===== src/hdl/glsc_pkg.sv =====
// Package for the grid line segment collision check unit.
// Holds grid sizes, coordinate widths, item and register codes, and the walk interface types.
// No dependencies.
`default_nettype none

package glsc_pkg;

	localparam int CELL_W  = 8;
	localparam int GRID_X  = 1 << CELL_W;
	localparam int GRID_Y  = 1 << CELL_W;
	localparam int FRAC_W  = 4;
	localparam int COORD_W = CELL_W + FRAC_W + 1;
	localparam int SIZE_W  = CELL_W + 1;
	localparam int POS_W   = CELL_W + 2;
	localparam int ERR_W   = CELL_W + 4;

	localparam logic [SIZE_W-1:0] SIZE_MAX = SIZE_W'(GRID_X);

	localparam logic ACT_WRITE = 1'b0;
	localparam logic ACT_CHECK = 1'b1;

	localparam logic REG_GRID_WIDTH  = 1'b0;
	localparam logic REG_GRID_HEIGHT = 1'b1;

	typedef struct packed {
		logic load;
		logic adv;
	} walk_ctl_t;

	typedef struct packed {
		logic [CELL_W-1:0] x;
		logic [CELL_W-1:0] y;
		logic              last;
	} walk_sts_t;

endpackage

`default_nettype wire


===== src/hdl/glsc_walk.sv =====
// Bresenham stepper: octant selection, mirroring and error term for one segment.
// Loads the two end cells, then yields one cell per advance.
// Depends on glsc_pkg.
`default_nettype none

module glsc_walk (
	input  wire logic                      clk,
	input  wire logic                      arst_n,
	input  wire glsc_pkg::walk_ctl_t       ctl,
	input  wire logic [glsc_pkg::CELL_W-1:0] ax,
	input  wire logic [glsc_pkg::CELL_W-1:0] ay,
	input  wire logic [glsc_pkg::CELL_W-1:0] bx,
	input  wire logic [glsc_pkg::CELL_W-1:0] by,
	output glsc_pkg::walk_sts_t            sts
);

	logic signed [glsc_pkg::POS_W-1:0] ax_s, ay_s, bx_s, by_s;
	logic signed [glsc_pkg::POS_W-1:0] ddx, ddy, adx, ady;
	logic signed [glsc_pkg::POS_W-1:0] u1, u2, va, vb, v1, v2, du, dv;
	logic signed [glsc_pkg::ERR_W-1:0] du_e, dv_e, e0, ie, ine;
	logic along_y, mirror, step_neg;

	logic signed [glsc_pkg::POS_W-1:0] u_q, v_q, u2_q, u_nx, v_nx, vv;
	logic signed [glsc_pkg::ERR_W-1:0] err_q, inc_e_q, inc_ne_q;
	logic step_neg_q, along_y_q, mirror_q, diag;

	always_comb begin
		ax_s = $signed({2'b00, ax});
		ay_s = $signed({2'b00, ay});
		bx_s = $signed({2'b00, bx});
		by_s = $signed({2'b00, by});
		ddx = bx_s - ax_s;
		ddy = by_s - ay_s;
		adx = ddx[glsc_pkg::POS_W-1] ? -ddx : ddx;
		ady = ddy[glsc_pkg::POS_W-1] ? -ddy : ddy;
		along_y = ady > adx;
		mirror = (ddx < 0 && ddy > 0) || (ddx > 0 && ddy < 0);
		u1 = along_y ? ay_s : ax_s;
		u2 = along_y ? by_s : bx_s;
		va = along_y ? ax_s : ay_s;
		vb = along_y ? bx_s : by_s;
		v1 = mirror ? -va : va;
		v2 = mirror ? -vb : vb;
		step_neg = !(u2 > u1);
		du = u2 - u1;
		dv = v2 - v1;
		du_e = glsc_pkg::ERR_W'(du);
		dv_e = glsc_pkg::ERR_W'(dv);
		e0 = dv_e + dv_e - du_e;
		ie = dv_e + dv_e;
		ine = ie - du_e - du_e;
	end

	always_comb begin
		diag = step_neg_q ? (err_q > 0) : (err_q >= 0);
		u_nx = step_neg_q ? u_q - 2'sd1 : u_q + 2'sd1;
		if (diag) begin
			v_nx = step_neg_q ? v_q - 2'sd1 : v_q + 2'sd1;
		end else begin
			v_nx = v_q;
		end
		vv = mirror_q ? -v_q : v_q;
		sts.x = along_y_q ? vv[glsc_pkg::CELL_W-1:0] : u_q[glsc_pkg::CELL_W-1:0];
		sts.y = along_y_q ? u_q[glsc_pkg::CELL_W-1:0] : vv[glsc_pkg::CELL_W-1:0];
		sts.last = (u_q == u2_q);
	end

	always_ff @(posedge clk or negedge arst_n) begin
		if (!arst_n) begin
			u_q <= '0;
			v_q <= '0;
			u2_q <= '0;
			err_q <= '0;
			inc_e_q <= '0;
			inc_ne_q <= '0;
			step_neg_q <= 1'b0;
			along_y_q <= 1'b0;
			mirror_q <= 1'b0;
		end else if (ctl.load) begin
			u_q <= u1;
			v_q <= v1;
			u2_q <= u2;
			err_q <= step_neg ? -e0 : e0;
			inc_e_q <= step_neg ? -ie : ie;
			inc_ne_q <= step_neg ? -ine : ine;
			step_neg_q <= step_neg;
			along_y_q <= along_y;
			mirror_q <= mirror;
		end else if (ctl.adv) begin
			u_q <= u_nx;
			v_q <= v_nx;
			err_q <= diag ? err_q + inc_ne_q : err_q + inc_e_q;
		end
	end

endmodule

`default_nettype wire


===== config.mk =====
export PLATFORM = sky130hd
export DESIGN_NAME = glsc_walk
export DESIGN_NICKNAME = d
export VERILOG_FILES = /design/src/hdl/glsc_pkg.sv /design/src/hdl/glsc_walk.sv
export SDC_FILE = /design/constraint.sdc
export NUM_CORES = 1
export LEC_CHECK = 0
export ABC_AREA = 1
export BUFFER_PORTS_ARGS = -buffer_cell sky130_fd_sc_hd__buf_2
export CAP_MARGIN = 20
export CORE_UTILIZATION = 40
export CTS_BUF_LIST = sky130_fd_sc_hd__clkbuf_8
export CTS_CLUSTER_DIAMETER = 80
export DETAILED_ROUTE_END_ITERATION = 6
export SLEW_MARGIN = 5
export SYNTH_ARGS = -nofsm -noshare
export SYNTH_HDL_FRONTEND = slang
export SYNTH_SLANG_ARGS = --single-unit

===== constraint.sdc =====
create_clock -name clk -period 6.3 [get_ports clk]
set_clock_uncertainty 0.1 [all_clocks]
set_input_delay 1.26 -clock clk [delete_from_list [all_inputs] [get_ports clk]]
set_output_delay 1.26 -clock clk [all_outputs]
set_load 0.02 [all_outputs]

==> metrics.txt <==
# TYPE chip_impl_metric gauge
chip_impl_metric{name="worstHoldPathCells",unit=""} 2
chip_impl_metric{name="worst_skew_pair.late_latency",unit="ns"} 0.35
chip_impl_info{name="synthTopCellsByArea",value="dfrtp_1, nand2_1, ha_1"} 1
chip_impl_metric{name="post-route-util",unit="%"} 65.28
chip_impl_metric{name="slew_headroom",unit="%"} 44.13
chip_impl_metric{name="synthesis.area_per_instance",unit="um^2"} 6.366
chip_impl_metric{name="post_synth_cell_types",unit=""} 54
chip_impl_metric{name="io-pin-count",unit=""} 53
chip_impl_metric{name="initial_utilization",unit="%"} 41.10
chip_impl_metric{name="final_count_of_hold_timing_violations",unit=""} 0
chip_impl_info{name="setup.worst_path.end_class",value="register"} 1
chip_impl_metric{name="tightest_pin_transition",unit="ns"} 0.8380
chip_impl_metric{name="period_needed",unit="ns"} 7.944
chip_impl_info{name="startpoint_to_endpoint_class_of_the_critical_path",value="primary input to register"} 1
chip_impl_metric{name="cts.clk_slew.worst_paths",unit="ns"} 0.07
chip_impl_metric{name="final-max-slew-violation-count",unit=""} 0
chip_impl_info{name="violations",value="negative setup slack"} 1
chip_impl_metric{name="synth-edff-count",unit=""} 0
chip_impl_metric{name="vias",unit=""} 10390
chip_impl_metric{name="grt_pass1_wl",unit="mm"} 45.91
chip_impl_metric{name="grtUsageTotal",unit="%"} 25.75
chip_impl_info{name="critical-path-top-cell-by-count",value="nand2_2"} 1
chip_impl_info{name="clock_tree_from_tritoncts",value="yes"} 1
chip_impl_metric{name="finalSetupViolations",unit=""} 31
chip_impl_metric{name="first_global_vias",unit=""} 9585
chip_impl_metric{name="antenna_cells",unit=""} 0
chip_impl_metric{name="arrival",unit="ns"} 8.13
chip_impl_metric{name="final_layout_size_suffix_gt1_share",unit="%"} 41.22
chip_impl_metric{name="post-synth-top-area-fraction",unit="%"} 18.08
chip_impl_metric{name="postRouteWirelength",unit="mm"} 30.07
chip_impl_metric{name="placedInstanceArea",unit="mm^2"} 0.01169
chip_impl_metric{name="post_drt_wl_per_cell",unit="um"} 14.70
chip_impl_metric{name="r2r_slack",unit="ns"} 1.94
chip_impl_metric{name="detailed_place_hpwl",unit="mm"} 22.03
chip_impl_metric{name="timing.reg2reg.worst_path_depth",unit=""} 17
chip_impl_info{name="crit_family",value="simple AND/OR/NAND/NOR gates"} 1
chip_impl_metric{name="timing.critical_path.buf_inv",unit=""} 10
chip_impl_info{name="worstReg2RegEnd",value="err_q[8]"} 1
chip_impl_metric{name="die_x",unit="um"} 149.7
chip_impl_metric{name="cts_hold_buf",unit=""} 0
chip_impl_metric{name="synth-seq-cells",unit=""} 63
chip_impl_metric{name="route.antenna.remaining_nets",unit=""} 0
chip_impl_info{name="unrepaired_setup_endpoints_after_global_routing",value="yes"} 1
chip_impl_metric{name="final_cell_area",unit="mm^2"} 0.01385
chip_impl_metric{name="maxCapViolations",unit=""} 0
chip_impl_metric{name="timing.critical_path.required",unit="ns"} 6.49
chip_impl_metric{name="fin_nets",unit=""} 1905
chip_impl_metric{name="fp.dieArea",unit="mm^2"} 0.02240
chip_impl_info{name="synth_top_area_cell",value="dfrtp_1"} 1
chip_impl_info{name="yosys-top-cells-count",value="nand2_1, inv_1, o21ai_0, ha_1, nor2_1"} 1
chip_impl_metric{name="number_of_buffers_created_by_cts",unit=""} 9
chip_impl_metric{name="fin_tns_setup",unit="ns"} -22.96
chip_impl_metric{name="drt_first_iter_violations",unit=""} 573
chip_impl_metric{name="timing.critical_path.fanout_max",unit=""} 4
chip_impl_metric{name="core_area",unit="mm^2"} 0.02122
chip_impl_metric{name="post_drt_via_cell_ratio",unit=""} 5.078
chip_impl_metric{name="ys.warnings.count",unit=""} 0
chip_impl_info{name="start_kind",value="primary input"} 1
chip_impl_metric{name="grt_start_max_net_pins",unit=""} 65
chip_impl_metric{name="synthCells",unit=""} 1370
chip_impl_metric{name="max_clock_freq",unit="MHz"} 125.9
chip_impl_metric{name="pre_cts_slack",unit="ns"} -2.053
chip_impl_info{name="synth_flop_cell",value="dfrtp_1"} 1
chip_impl_metric{name="initial_antenna_violation_count",unit=""} 0
chip_impl_metric{name="global_route.overflow_total",unit=""} 0
chip_impl_info{name="hold-path-endpoint",value="inc_ne_q[9]"} 1
chip_impl_info{name="status",value="complete, but fails checks"} 1
chip_impl_metric{name="detailedRoute.firstPassIterationCount",unit=""} 5
chip_impl_info{name="clockRootBuffer",value="clkbuf_8"} 1
chip_impl_metric{name="synth_async_sr_flop_share",unit="%"} 100.0
chip_impl_metric{name="netlist_area",unit="mm^2"} 0.008721
chip_impl_info{name="yosys.cell_count.top_type",value="nand2_1"} 1
chip_impl_metric{name="critPathMaxStageDelay",unit="ns"} 0.60
chip_impl_info{name="critical-path-slowest-cell",value="fa_2"} 1
chip_impl_metric{name="share_of_the_yosys_chip_area_belonging_to_registers",unit="%"} 18.08
chip_impl_metric{name="area_growth",unit="%"} 58.85
chip_impl_metric{name="setup_ws",unit="ns"} -1.644
chip_impl_metric{name="clkSinkCount",unit=""} 63
chip_impl_metric{name="numPortBuffers",unit=""} 52
chip_impl_metric{name="drc_errors",unit=""} 0
chip_impl_metric{name="ctsLongestPathBuffers",unit=""} 2
chip_impl_metric{name="floorplan_die_height",unit="um"} 149.7
chip_impl_metric{name="cts-htree-levels",unit=""} 3
chip_impl_info{name="worstHoldPathType",value="register to register"} 1
chip_impl_metric{name="share_of_the_clock_period_used_by_the_worst_path_after_layout",unit="%"} 126.1
chip_impl_metric{name="place_congestion",unit=""} 0.9126
chip_impl_info{name="hold_start",value="inc_ne_q[9]"} 1
chip_impl_metric{name="row_count",unit=""} 53
chip_impl_info{name="worst_r2r_src",value="step_neg_q"} 1
## registers in the layout, indices dropped and copies added (netlist names)
name and cells:
u_q 10, err_q 12, along_y_q 1, v_q 8, mirror_q 1, inc_e_q 11, inc_ne_q 11, step_neg_q 1
u2_q 8
## cells in the final DEF, fill, tap and decap left out, types with 6 or more instances in the layout
cell type	netlist	routed
nand3_1	76	55
nor2_4	1	8
nand2_4	0	10
o21ai_1	7	29
inv_2	6	28
ha_4	0	31
nand4_1	12	12
inv_1	201	176
a21oi_2	1	25
buf_4	1	330
xor2_2	0	19
xnor2_1	24	17
nor2_1	94	78
xor2_1	60	38
nor2_2	2	11
nand2_2	11	61
o221ai_1	10	10
nand3b_1	10	10
dfrtp_1	63	63
clkbuf_8	0	11
o21ai_2	6	19
nor3_1	18	8
or2_4	0	7
buf_6	3	19
buf_2	3	51
xnor2_2	1	6
a21oi_1	69	41
o21ai_0	109	69
a31oi_1	10	10
buf_12	0	8
nor3_4	0	6
nand3_2	5	23
nand2_1	387	327
ha_1	95	61
## worst max-delay path by stage
| stage | cells after the start | to | from |
|---|---|---|---|
| after floorplan | 55 | inc_ne_q[11] | by[0] |
| after global placement | 48 | inc_ne_q[11] | bx[0] |
| after global routing | 56 | inc_ne_q[11] | by[0] |
| after CTS | 56 | inc_ne_q[11] | by[0] |
| final | 56 | inc_ne_q[11] | by[0] |
| after detailed placement | 51 | inc_ne_q[11] | by[0] |
## metal layers
metal,track usage [%],part of all wire [%],vias to the layer above
met5,0,0,-
met4,6.566,1.8,0
met3,1.951,3.3,42
met2,45.07,49,211
met1,34.05,45,4905
li1,-,-,5231
## layout make-up
cell class	count	area [um^2]
inverter	207	802.0
fill	1770	7367
sequential	63	1577
tap	275	344.1
clock inverter	5	72.57
clock buffer	11	151.4
timing repair buffer	412	3182
multi-input combinational	1073	7725
## cells by family (layout without fill, tap and decap cells)
logic type      Yosys count  count (layout)  share of synthesized area, %
flops                    63              63                         18.08
other cells               2               3                       0.08612
xor+xnor                 85              85                         8.623
buf+inv                 236             635                         10.63
fa+ha+maj               103             103                         15.47
compound gates          241             241                         15.70
simple gates            640             641                         31.42
## tightest hold or removal path, delay by kind of cell (launching register included)
kind | cells | cell delay, ns
simple gates | 1 | 0.05
flops | 1 | 0.35
compound gates | 1 | 0.06
## timing repair
action / 4_1_cts / 5_1_grt
cloned: 3 / 0
pin swaps: 110 / 74
endpoints found under the setup margin: 31 / 32
resized for setup: 168 / 131
buffers inserted: 63 / 31
endpoints found under the hold margin: 0 / 0
## through the flow
step | hold WS [ns] | instances
2_1_floorplan | 0.3494 | 1371
3_3_place_gp | 0.3671 | 1945
3_5_place_dp | 0.3740 | 1945
4_1_cts | 0.3895 | 2024
5_1_grt | 0.4203 | 2046
6_report | 0.3930 | 2046
Power is left out: the tool's default activity adds up to more than one toggle a clock period on the data nets, which glitch-free logic cannot reach.
